[src/sv/gain_scheduled_pd_steering_macros.svh]
// Assertion helpers shared by the steering controller's front and output stage modules.
// Each macro expects signals named clk and rst_n in the including module.
`ifndef GAIN_SCHEDULED_PD_STEERING_MACROS_SVH
`define GAIN_SCHEDULED_PD_STEERING_MACROS_SVH

// Same-cycle implication, disabled during reset.
`define GSPD_ASSERT_NOW(label, cond, prop, msg) \
    label: assert property (@(posedge clk) disable iff (!rst_n) (cond) |-> (prop)) \
        else $error(msg);

// Next-cycle implication, disabled during reset.
`define GSPD_ASSERT_NEXT(label, cond, prop, msg) \
    label: assert property (@(posedge clk) disable iff (!rst_n) (cond) |=> (prop)) \
        else $error(msg);

`endif

[src/sv/gspd_pkg.sv]
package gspd_pkg;

    localparam logic [11:0] SPEED_THRESHOLD = 12'd375;
    localparam logic [9:0]  BAND_LARGE      = 10'd140;
    localparam logic [9:0]  BAND_MID_HIGH   = 10'd85;
    localparam logic [9:0]  BAND_MID_LOW    = 10'd35;

    localparam logic signed [10:0] DERIV_LIMIT = 11'sd20;

    localparam logic [9:0] DUTY_CENTER = 10'd750;
    localparam logic [9:0] DUTY_MAX    = 10'd839;
    localparam logic [9:0] DUTY_MIN    = 10'd661;

    // Swing allowed around the center before saturation.
    localparam logic signed [18:0] WHOLE_MAX = 19'sd89;
    localparam logic signed [18:0] WHOLE_MIN = -19'sd89;

    localparam logic signed [26:0] TRUNC_BIAS = 27'sd255;

    typedef enum logic [2:0] {
        REG_KP_LARGE    = 3'd0,
        REG_KD_LARGE    = 3'd1,
        REG_KP_MID_HIGH = 3'd2,
        REG_KD_MID_HIGH = 3'd3,
        REG_KP_MID_LOW  = 3'd4,
        REG_KD_MID_LOW  = 3'd5,
        REG_KP_SMALL    = 3'd6,
        REG_KD_SMALL    = 3'd7
    } cfg_index_t;

    typedef enum logic [1:0] {
        GAIN_LARGE    = 2'd0,
        GAIN_MID_HIGH = 2'd1,
        GAIN_MID_LOW  = 2'd2,
        GAIN_SMALL    = 2'd3
    } gain_sel_t;

    // Error, clamped derivative and the gain pair chosen for them.
    typedef struct packed {
        logic signed [9:0] err;
        logic signed [5:0] deriv;
        logic [15:0]       kp;
        logic [15:0]       kd;
    } front_t;

    // Proportional and derivative products, with the eight fraction bits of the Q8.8 gains.
    typedef struct packed {
        logic signed [26:0] p_term;
        logic signed [22:0] d_term;
    } prod_t;

endpackage

[src/sv/gspd_front.sv]
`include "gain_scheduled_pd_steering_macros.svh"

module gspd_front
    import gspd_pkg::*;
(
    input  logic        clk,
    input  logic        rst_n,
    input  logic        cfg_we,
    input  logic [2:0]  cfg_addr,
    input  logic [15:0] cfg_wdata,
    input  logic        in_valid,
    output logic        in_ready,
    input  logic [9:0]  position_error,
    input  logic [11:0] speed,
    input  logic        closed_loop,
    output logic        out_valid,
    input  logic        out_ready,
    output front_t      out_data
);

    logic [15:0] kp_large_reg, kd_large_reg, kp_mid_high_reg, kd_mid_high_reg;
    logic [15:0] kp_mid_low_reg, kd_mid_low_reg, kp_small_reg, kd_small_reg;
    logic signed [9:0] prev_err_reg;
    logic        valid_reg;
    front_t      data_reg;
    front_t      data_next;

    logic              accept;
    logic signed [9:0] err;
    logic [9:0]        mag;
    logic signed [10:0] diff;
    gain_sel_t         sel;

    assign in_ready  = !valid_reg || out_ready;
    assign accept    = in_valid && in_ready;
    assign out_valid = valid_reg;
    assign out_data  = data_reg;

    always_ff @(posedge clk or negedge rst_n)
    begin
        if (!rst_n)
        begin
            kp_large_reg    <= '0;
            kd_large_reg    <= '0;
            kp_mid_high_reg <= '0;
            kd_mid_high_reg <= '0;
            kp_mid_low_reg  <= '0;
            kd_mid_low_reg  <= '0;
            kp_small_reg    <= '0;
            kd_small_reg    <= '0;
        end
        else if (cfg_we)
        begin
            case (cfg_index_t'(cfg_addr))
                REG_KP_LARGE:    kp_large_reg    <= cfg_wdata;
                REG_KD_LARGE:    kd_large_reg    <= cfg_wdata;
                REG_KP_MID_HIGH: kp_mid_high_reg <= cfg_wdata;
                REG_KD_MID_HIGH: kd_mid_high_reg <= cfg_wdata;
                REG_KP_MID_LOW:  kp_mid_low_reg  <= cfg_wdata;
                REG_KD_MID_LOW:  kd_mid_low_reg  <= cfg_wdata;
                REG_KP_SMALL:    kp_small_reg    <= cfg_wdata;
                REG_KD_SMALL:    kd_small_reg    <= cfg_wdata;
                default:         kp_small_reg    <= kp_small_reg;
            endcase
        end
    end

    always_comb
    begin
        err  = $signed(position_error);
        mag  = err[9] ? (~position_error + 10'd1) : position_error;
        diff = {err[9], err} - {prev_err_reg[9], prev_err_reg};

        sel = GAIN_SMALL;
        if (speed > SPEED_THRESHOLD && closed_loop)
        begin
            if (mag > BAND_LARGE)
                sel = GAIN_LARGE;
            else if (mag > BAND_MID_HIGH)
                sel = GAIN_MID_HIGH;
            else if (mag > BAND_MID_LOW)
                sel = GAIN_MID_LOW;
        end

        data_next.err = err;
        if (diff > DERIV_LIMIT)
            data_next.deriv = DERIV_LIMIT[5:0];
        else if (diff < -DERIV_LIMIT)
            data_next.deriv = 6'(-DERIV_LIMIT);
        else
            data_next.deriv = diff[5:0];

        case (sel)
            GAIN_LARGE:
            begin
                data_next.kp = kp_large_reg;
                data_next.kd = kd_large_reg;
            end
            GAIN_MID_HIGH:
            begin
                data_next.kp = kp_mid_high_reg;
                data_next.kd = kd_mid_high_reg;
            end
            GAIN_MID_LOW:
            begin
                data_next.kp = kp_mid_low_reg;
                data_next.kd = kd_mid_low_reg;
            end
            default:
            begin
                data_next.kp = kp_small_reg;
                data_next.kd = kd_small_reg;
            end
        endcase
    end

    always_ff @(posedge clk or negedge rst_n)
    begin
        if (!rst_n)
        begin
            valid_reg    <= 1'b0;
            prev_err_reg <= '0;
        end
        else
        begin
            if (in_ready)
                valid_reg <= in_valid;
            if (accept)
                prev_err_reg <= err;
        end
    end

    always_ff @(posedge clk)
    begin
        if (accept)
            data_reg <= data_next;
    end

    `GSPD_ASSERT_NEXT(a_prev_err_tracks, accept, prev_err_reg == $past(err), "previous error not updated")
    `GSPD_ASSERT_NOW(a_deriv_clamped, valid_reg, data_reg.deriv <= 6'sd20 && data_reg.deriv >= -6'sd20, "derivative out of clamp range")
    `GSPD_ASSERT_NEXT(a_stall_holds, valid_reg && !out_ready, valid_reg && $stable(data_reg), "stalled request changed")

endmodule

[src/sv/gspd_mult.sv]
module gspd_mult
    import gspd_pkg::*;
(
    input  logic   clk,
    input  logic   rst_n,
    input  logic   in_valid,
    output logic   in_ready,
    input  front_t in_data,
    output logic   out_valid,
    input  logic   out_ready,
    output prod_t  out_data
);

    logic  valid_reg;
    prod_t data_reg;
    prod_t data_next;

    logic signed [26:0] kp_w, err_w;
    logic signed [22:0] kd_w, deriv_w;
    logic signed [53:0] p_full;
    logic signed [45:0] d_full;

    assign in_ready  = !valid_reg || out_ready;
    assign out_valid = valid_reg;
    assign out_data  = data_reg;

    // Gains are unsigned, so they enter the signed products zero-extended.
    always_comb
    begin
        kp_w    = $signed({11'd0, in_data.kp});
        err_w   = {{17{in_data.err[9]}}, in_data.err};
        kd_w    = $signed({7'd0, in_data.kd});
        deriv_w = {{17{in_data.deriv[5]}}, in_data.deriv};
        p_full  = kp_w * err_w;
        d_full  = kd_w * deriv_w;
        data_next.p_term = p_full[26:0];
        data_next.d_term = d_full[22:0];
    end

    always_ff @(posedge clk or negedge rst_n)
    begin
        if (!rst_n)
            valid_reg <= 1'b0;
        else if (in_ready)
            valid_reg <= in_valid;
    end

    always_ff @(posedge clk)
    begin
        if (in_valid && in_ready)
            data_reg <= data_next;
    end

endmodule

[src/sv/gspd_out.sv]
`include "gain_scheduled_pd_steering_macros.svh"

module gspd_out
    import gspd_pkg::*;
(
    input  logic       clk,
    input  logic       rst_n,
    input  logic       in_valid,
    output logic       in_ready,
    input  prod_t      in_data,
    output logic       out_valid,
    input  logic       out_ready,
    output logic [9:0] servo_duty
);

    logic       valid_reg;
    logic [9:0] duty_reg;
    logic [9:0] duty_next;

    logic signed [26:0] acc;
    logic signed [26:0] biased;
    logic signed [18:0] whole;

    assign in_ready   = !valid_reg || out_ready;
    assign out_valid  = valid_reg;
    assign servo_duty = duty_reg;

    // Adding 255 before the arithmetic shift makes negative sums round toward zero.
    always_comb
    begin
        acc    = in_data.p_term + {{4{in_data.d_term[22]}}, in_data.d_term};
        biased = acc[26] ? (acc + TRUNC_BIAS) : acc;
        whole  = biased[26:8];
        if (whole > WHOLE_MAX)
            duty_next = DUTY_MAX;
        else if (whole < WHOLE_MIN)
            duty_next = DUTY_MIN;
        else
            duty_next = DUTY_CENTER + whole[9:0];
    end

    always_ff @(posedge clk or negedge rst_n)
    begin
        if (!rst_n)
            valid_reg <= 1'b0;
        else if (in_ready)
            valid_reg <= in_valid;
    end

    always_ff @(posedge clk)
    begin
        if (in_valid && in_ready)
            duty_reg <= duty_next;
    end

    `GSPD_ASSERT_NOW(a_duty_in_range, valid_reg, duty_reg >= DUTY_MIN && duty_reg <= DUTY_MAX, "servo duty outside saturation range")

endmodule

[src/sv/gain_scheduled_pd_steering.sv]
// Gain-scheduled PD steering controller. Each request on the slave side carries a
// signed position error, the speed and a closed-loop flag; each produces exactly one
// servo duty request on the master side, in order. The datapath is three register
// stages (gain selection and derivative clamp, the two gain products, then sum,
// truncation toward zero and saturation), and one request is taken every cycle
// while the master side is not stalled; a stall there holds the pipeline stage by
// stage. The eight Q8.8 gain registers reset to zero and are written through cfg_we,
// cfg_addr and cfg_wdata; write them only while no request is in flight.
module gain_scheduled_pd_steering
    import gspd_pkg::*;
(
    input  logic        clk,
    input  logic        rst_n,
    input  logic        cfg_we,
    input  logic [2:0]  cfg_addr,
    input  logic [15:0] cfg_wdata,
    input  logic        s_tvalid,
    output logic        s_tready,
    // [9:0] position_error, [21:10] speed, [22] closed_loop, [23] zero
    input  logic [23:0] s_tdata,
    output logic        m_tvalid,
    input  logic        m_tready,
    // [9:0] servo_duty, [15:10] zero
    output logic [15:0] m_tdata
);

    logic   front_valid, front_ready;
    front_t front_data;
    logic   prod_valid, prod_ready;
    prod_t  prod_data;
    logic [9:0] servo_duty;

    assign m_tdata = {6'd0, servo_duty};

    gspd_front u_front (
        .clk            (clk),
        .rst_n          (rst_n),
        .cfg_we         (cfg_we),
        .cfg_addr       (cfg_addr),
        .cfg_wdata      (cfg_wdata),
        .in_valid       (s_tvalid),
        .in_ready       (s_tready),
        .position_error (s_tdata[9:0]),
        .speed          (s_tdata[21:10]),
        .closed_loop    (s_tdata[22]),
        .out_valid      (front_valid),
        .out_ready      (front_ready),
        .out_data       (front_data)
    );

    gspd_mult u_mult (
        .clk       (clk),
        .rst_n     (rst_n),
        .in_valid  (front_valid),
        .in_ready  (front_ready),
        .in_data   (front_data),
        .out_valid (prod_valid),
        .out_ready (prod_ready),
        .out_data  (prod_data)
    );

    gspd_out u_out (
        .clk        (clk),
        .rst_n      (rst_n),
        .in_valid   (prod_valid),
        .in_ready   (prod_ready),
        .in_data    (prod_data),
        .out_valid  (m_tvalid),
        .out_ready  (m_tready),
        .servo_duty (servo_duty)
    );

endmodule

[config.mk]
export PLATFORM = sky130hd
export DESIGN_NAME = gain_scheduled_pd_steering
export DESIGN_NICKNAME = d
export VERILOG_FILES = /design/src/sv/gspd_pkg.sv /design/src/sv/gspd_front.sv /design/src/sv/gspd_mult.sv /design/src/sv/gspd_out.sv /design/src/sv/gain_scheduled_pd_steering.sv
export VERILOG_INCLUDE_DIRS = /design/src /design/src/sv
export SDC_FILE = /design/constraint.sdc
export NUM_CORES = 1
export LEC_CHECK = 0
export BUFFER_PORTS_ARGS = -buffer_cell sky130_fd_sc_hd__buf_2
export CAP_MARGIN = 20
export CORE_MARGIN = 3
export CORE_UTILIZATION = 30
export CTS_CLUSTER_SIZE = 40
export DETAILED_ROUTE_END_ITERATION = 16
export HOLD_SLACK_MARGIN = 0.1
export PLACE_DENSITY = 0.53
export REMOVE_ABC_BUFFERS = 1
export SETUP_SLACK_MARGIN = 0.5
export SLEW_MARGIN = 25
export SYNTH_ARGS = -nofsm -noshare
export SYNTH_HDL_FRONTEND = slang
export SYNTH_SLANG_ARGS = --single-unit
export TNS_END_PERCENT = 20
[constraint.sdc]
create_clock -name clk -period 8.2 [get_ports clk]
set_clock_uncertainty 0.05 [all_clocks]
set_input_delay 0.41 -clock clk [delete_from_list [all_inputs] [get_ports clk]]
set_output_delay 0.41 -clock clk [all_outputs]
set_load 0.1 [all_outputs]
; ---- Yosys cells after proc, flatten, opt, wreduce, memory -nomap -nowiden
; Index checks and enable logic that the tools add are counted.
[classes]
bitwise_logic = 1
mul = 2
muxes = 9
n_reduce_logical = 22
addsub = 5
n_shift = 0
div_mod_pow = 0
order_cmp = 8
n_eq_ne = 9
[op_table]
columns = op, count
row1 = $pmux 32 s3, 1
row2 = $add 27x27->27, 1
row3 = $add 27x9->27 const B, 1
row4 = $mul 17x10->27, 1
row5 = $mux 27, 1
row6 = $mul 17x6->23, 1
row7 = $gt 19x8->1 const B, 1
row8 = $lt 19x8->1 const B, 1
row9 = $reduce_and 2->1, 8
row10 = $eq 3x3->1 const B, 4
row11 = $gt 12x9->1 const B, 1
row12 = $gt 11x6->1 const B, 1
row13 = $lt 11x6->1 const B, 1
row14 = $sub 10x10->11, 1
row15 = $add 10x1->10 const B, 1
row16 = $add 10x10->10 const A, 1
row17 = $gt 10x6->1 const B, 1
row18 = $gt 10x7->1 const B, 1
row19 = $gt 10x8->1 const B, 1
row20 = $mux 10, 1
row21 = $not 10->10, 1
row22 = $mux 9, 1
row23 = $eq 3x2->1 const B, 2
row24 = $mux 2, 3
row25 = other kinds (11), 19
[totals]
latchBits = 0
input_bits = 48
wordCells = 77
memories = 0
ramBits = 0
register_bits = 249
romBits = 0
out_inout_bits = 18

; ---- Logic depth before layout (Yosys ltp)
[logic_depth]
ltp_word = 10
ltp_mapped = 23
ltp_nobuf = 22

; ---- By module
; From an unflattened synthesis, not the netlist that was laid out.
[unflattened]
hier_cells = 2055
area_unflattened_um2 = 21466.8
[modules_own_cells]
columns = module, instances, seq_area_each_um2, cells_each, area_per_inst_um2
row1 = gspd_mult, 1, 1526.5, 1088, 10143.5
row2 = gspd_front, 1, 4919.7, 602, 8456.9
row3 = gspd_out, 1, 325.3, 358, 2817.7
row4 = gain_scheduled_pd_steering, 1, 0.0, 7, 48.8

; ---- Least setup slack after synthesis
; No wires, ideal clock.
[synth_path]
kind = reg-to-reg
start = register u_front.data_reg (netlist bit u_front.out_data[47])
end = register u_mult.data_reg (netlist bit u_mult.out_data[49]), data pin
path_slack_ps = 2005
t_required_ps = 7890
arrival_time_ps = 5885
setup_time_ps = 260
path_buffers = 1
synth_period_minus_slack_ps = 6195
path_stages_with_launch = 22
path_cell_list = edfxtp_1 > clkbuf_1 > inv_1 > nor2_1 > fa_1 > inv_1 > fa_1 > fa_1 > fa_1 > inv_1 > fa_1 > ha_1 > a21o_1 > a21o_1 > a21oi_1 > a31oi_1 > o41ai_1 > o21ai_0 > o41ai_1 > o21bai_1 > a31oi_1 > xnor2_1
[synth_via]
elab_chain_cells = 1
[synth_rtl]
columns = item, line_no
row1 = "start, declared", gspd_front.sv:25  ; front_t data_reg;
row2 = "start signal, assigned", gspd_front.sv:136  ; data_reg <= data_next;
row3 = $mul 17x10->27, gspd_mult.sv:34  ; p_full = kp_w * err_w;
row4 = via u_mult.p_full[26], gspd_mult.sv:20  ; logic signed [53:0] p_full;
row5 = "end signal, assigned", gspd_mult.sv:51  ; data_reg <= data_next;
row6 = "end, declared", gspd_mult.sv:15  ; prod_t data_reg;
; The timed path passes the listed nets, and every way through them passes these cells.
; A chain may end at the register's enable or synchronous reset.

; ---- Final worst setup path
[layout_path]
start = register u_front.data_reg (netlist bit u_front.out_data[41])
end = register u_mult.data_reg (netlist bit u_mult.out_data[49]), data pin
; Same word-level chain as after synthesis.

==> results by stage <==
Detailed routing:
- The routed length per placed instance is 15.9 um.
- Using the TritonRoute via totals, the vias-per-cell ratio works out to 4.82.
- The count of nets left with antenna violations once routing finished came out at 0.
- The total wire length is 47.5 mm.
- The first-pass iteration count of the detailed router is 8.
- The violation count after the first detailed-routing iteration is 804.
- In the routed design, unresolved DRC markers number 0.
- The total number of vias is 14,390.

Worst setup path:
- At the worst endpoint, the required time is 8.46 ns.
- The start-to-end type of the worst setup path is register to register.
- In this run the worst path has a maximum fanout of 16.
- The data arrival time of the critical path is 7.13 ns.
- The worst setup path is launched from a register.
- STA classifies the critical path endpoint as a register.

CTS:
- The post-CTS setup buffer count is 0.
- The clock sink count is 249.
- The CTS root buffer is sky130_fd_sc_hd__clkbuf_16.
- After clock tree synthesis, the clock-pin slew on the worst setup and hold paths is 0.07 ns.
- The deepest level of the CTS H-tree is 1.
- After clock tree synthesis, the flow added hold-fix buffers numbering 28.
- The clock passes through at most 3 buffers.
- The number of resized instances in the post-cts repair step is 0.
- The clock tree from TritonCTS is built.
- For the worst-skew pair, the clock arrives at the later sink with an insertion delay of 0.62 ns.
- The number of clock buffers inserted by TritonCTS is 30.

Logic synthesis:
- By count the netlist is led by 262 x sky130_fd_sc_hd__inv_1, 170 x sky130_fd_sc_hd__fa_1, 169 x sky130_fd_sc_hd__ha_1, 167 x sky130_fd_sc_hd__nand2_1, 141 x sky130_fd_sc_hd__dfrtp_1.
- The share of flip-flops with an asynchronous set or reset is 0.566.
- The share of the Yosys chip area taken by registers is 0.324.
- Yosys mapped a number of flops with a built-in enable equal to 108.
- Sorting the synthesized cells by area gives the leading types as sky130_fd_sc_hd__dfrtp_1 17%, sky130_fd_sc_hd__fa_1 16%, sky130_fd_sc_hd__edfxtp_1 16%, sky130_fd_sc_hd__ha_1 10%, sky130_fd_sc_hd__mux2_2 6.9%.
- In this run, distinct cell masters in the synthesized netlist total 89.
- The register bit total from synthesis is 249.
- The synthesized area is 20,900 um^2.
- The most used flip-flop cell after synthesis is sky130_fd_sc_hd__dfrtp_1.
- The area share of the largest cell type after synthesis is 0.169.
- The mean instance size in the synthesized netlist is 10.6 um^2.
- The instance count of the mapped netlist is 1,968.
- For this run, the number of Yosys warnings is 0.
- The most frequent cell after synthesis is sky130_fd_sc_hd__inv_1.
- The largest total area in the synthesized netlist belongs to sky130_fd_sc_hd__dfrtp_1.

Floorplanning:
- The x dimension of the die is 270 um.
- The initial standard-cell utilization of the core is 0.304.
- The floorplan step defined a die boundary enclosing 72,900 um^2.
- After floorplanning, the core was sized to cover 68,800 um^2.
- The die is 270 um tall.
- The row count is 96.
- The top-level port count is 66.

STA:
- Of the available clock period, the critical path in the final layout requires 0.838.
- Setup repair after global routing left no endpoint under its margin.
- Setup violations remaining at the end of the flow were counted as 0.
- Setup total negative slack on the finished layout was measured at 0 ns.
- Static timing analysis puts the maximum clock frequency at 0.146 GHz.
- The final hold violation count is 0.
- The clock period could shrink to 6.87 ns.
- For the pin with the worst max-slew slack, the measured transition is 1.00 ns.
- The number of pins exceeding their max-slew limit in the final report is 0.
- The worst slew slack as a fraction of its limit is 0.331.

Worst hold path:
- The type of the most critical hold path is input port to register.

Job:
- Across the run, the number of max-cap violations was 0.

Global routing:
- The number of antenna violations at the first check in global routing is 0.
- The aggregate global routing overflow is 0.
- The number of global-route vias before repair is 15,231.
- The overall global routing resource usage is 0.130.
- Entering global routing, the biggest net connects 87 pins.
- The wire length of the first global-routing pass is 78.7 mm.

Layout:
- From synthesis to final layout, the design area changed by 12.8%.
- The number of flip-flops under the largest register name is 50.
- The finished cells cover 23,600 um^2.
- The multi-input combinational cells in the finished layout cover a total of 12,900 um^2.
- The number of non-filler instances in the completed layout is 2,987.
- The number of antenna diodes in the final layout is 0.
- The total of fill cells in the finished design is 6,884.
- Of the cells placed in the final design, the portion with a size suffix greater than 1 is 0.145.
- The net count reported at finish is 2,419.
- The sequential cells in the finished layout cover a total of 6770 um^2.

Place:
- The port buffer count is 55.
- The placer's final routability congestion estimate is 0.812.
- Summing all placed instances gives a cell area of 22,300 um^2.
- The number of placed instances, taps included is 2,901.
- The final HPWL from detailed placement is 36.0 mm.

Pwr:
- The total internal power is 5550 uW.
- The part of the total power dissipated in combinational logic is 0.667.
- The leakage power of the design is 0.0106 uW.
- The power density of the placed cells is 439 nW/um^2.
- Of the total power, registers draw 0.203.
- The clock network fraction of design power is 0.129.
- The share of total power consumed by net switching is 0.465.
- The peak ir drop on the vdd network is 0.000230 V.
- The analysis attributes to net switching a power of 4820 uW.

Outcome:
- The flow ran to the end, and the final reports show no timing, DRC or antenna violations.
==> area by class of cell <==
cell class,instances,area share
Multi-Input combinational cell,1386,0.548
Sequential cell,249,0.287
Tap cell,931,0.0494
Inverter,262,0.0417
Clock buffer,42,0.0359
Timing Repair Buffer,103,0.0311
Clock inverter,14,0.00695
==> metrics by stage <==
stage / power [uW] / utilization / hold WS, ns / setup slack [ns]
after floorplan: 7460 / - / 0.0644 / 1.76
after global placement: 8950 / 0.323 / 0.356 / 1.44
after detailed placement: 9050 / 0.324 / 0.368 / 1.41
after CTS: 10500 / 0.342 / 0.144 / 1.34
after global routing: 11500 / 0.343 / 0.171 / 0.824
final: 10400 / 0.343 / 0.186 / 1.33
==> path summary, 6_finish.rpt <==
kind	start	to	slack (ns)	depth (start not counted)
max reg2reg	u_front.out_data[41]$_DFFE_PP_	u_mult.out_data[49]$_DFFE_PP_	1.33	21
min reg2reg	u_front.out_valid$_DFFE_PN0N_	u_mult.out_valid$_DFFE_PN0P_	0.44	1
min in group asynchronous	rst_n	u_front.kp_large_reg[11]$_DFFE_PN0P_	0.27	2
min	s_tdata[9]	u_front.prev_err_reg[9]$_DFFE_PN0P_	0.19	3
max in group asynchronous	rst_n	u_front.kp_small_reg[0]$_DFFE_PN0P_	6.63	3
max	u_front.out_data[41]$_DFFE_PP_	u_mult.out_data[49]$_DFFE_PP_	1.33	21
==> cell usage in the layout (no fill, tap or decap), types with 8 or more instances in the layout <==
cell type / count
sky130_fd_sc_hd__xnor2_1: 51
sky130_fd_sc_hd__o21bai_1: 8
sky130_fd_sc_hd__and2_1: 116
sky130_fd_sc_hd__nand2_1: 167
sky130_fd_sc_hd__mux2i_1: 34
sky130_fd_sc_hd__a31oi_1: 11
sky130_fd_sc_hd__nor2_1: 61
sky130_fd_sc_hd__nor2b_1: 20
sky130_fd_sc_hd__buf_2: 54
sky130_fd_sc_hd__buf_4: 15
sky130_fd_sc_hd__xor2_1: 16
sky130_fd_sc_hd__o21ai_1: 8
sky130_fd_sc_hd__nand2b_1: 34
sky130_fd_sc_hd__fa_1: 170
sky130_fd_sc_hd__o21a_1: 14
sky130_fd_sc_hd__nand4_1: 9
sky130_fd_sc_hd__dlygate4sd3_1: 28
sky130_fd_sc_hd__edfxtp_1: 108
sky130_fd_sc_hd__o21ai_0: 47
sky130_fd_sc_hd__dfrtp_1: 141
sky130_fd_sc_hd__nor3_1: 25
sky130_fd_sc_hd__mux2_2: 128
sky130_fd_sc_hd__clkbuf_16: 30
sky130_fd_sc_hd__or3_1: 10
sky130_fd_sc_hd__nand3_1: 11
sky130_fd_sc_hd__a21o_1: 19
sky130_fd_sc_hd__o211ai_1: 8
sky130_fd_sc_hd__inv_1: 261
sky130_fd_sc_hd__a211oi_1: 8
sky130_fd_sc_hd__ha_1: 169
sky130_fd_sc_hd__a21oi_1: 59
sky130_fd_sc_hd__a222oi_1: 32
==> power groups by stage <==
stage | combinational (uW) | clock (uW) | sequential, uW
2_1_floorplan | 5320 | 0 | 2150
3_3_place_gp | 6830 | 0 | 2120
3_5_place_dp | 6920 | 0 | 2130
4_1_cts | 7000 | 1380 | 2110
5_1_grt | 7870 | 1440 | 2150
6_report | 6920 | 1340 | 2110
==> metal layers <==
layer / wire length, um / GRT usage
met3: 2010 / 0.0209
met4: 804 / 0.0234
met5: 0 / 0
met1: 21900 / 0.171
met2: 22700 / 0.226
==> critical path, stage by stage, from the launching register on <==
cell	delay, ns
sky130_fd_sc_hd__edfxtp_1	0.74
sky130_fd_sc_hd__nand2_1	0.17
sky130_fd_sc_hd__fa_1	0.56
sky130_fd_sc_hd__inv_1	0.05
sky130_fd_sc_hd__fa_1	0.49
sky130_fd_sc_hd__inv_1	0.05
sky130_fd_sc_hd__fa_1	0.47
sky130_fd_sc_hd__inv_1	0.05
sky130_fd_sc_hd__fa_1	0.50
sky130_fd_sc_hd__fa_1	0.49
sky130_fd_sc_hd__ha_1	0.39
sky130_fd_sc_hd__and4_1	0.23
sky130_fd_sc_hd__a211oi_1	0.19
sky130_fd_sc_hd__o21ai_0	0.23
sky130_fd_sc_hd__nand2b_1	0.18
sky130_fd_sc_hd__a31oi_1	0.12
sky130_fd_sc_hd__o41ai_1	0.52
sky130_fd_sc_hd__o21ai_0	0.30
sky130_fd_sc_hd__o41ai_1	0.32
sky130_fd_sc_hd__o21bai_1	0.14
sky130_fd_sc_hd__a31oi_1	0.21
sky130_fd_sc_hd__xnor2_1	0.10
==> kinds of logic (layout without fill, tap and decap cells) <==
family | after synthesis | in the layout | share of synthesized area
AND/OR/NAND/NOR | 504 | 504 | 0.126
adder cells (fa/ha/maj) | 339 | 339 | 0.264
buffers and inverters | 338 | 421 | 0.0626
AO/OA/AOI/OAI | 306 | 306 | 0.109
flip-flops | 249 | 249 | 0.324
multiplexers | 162 | 162 | 0.0852
XOR/XNOR | 68 | 68 | 0.0294
other | 2 | 7 | 0.000359
Note: power is estimated with default switching activity, not from simulation.
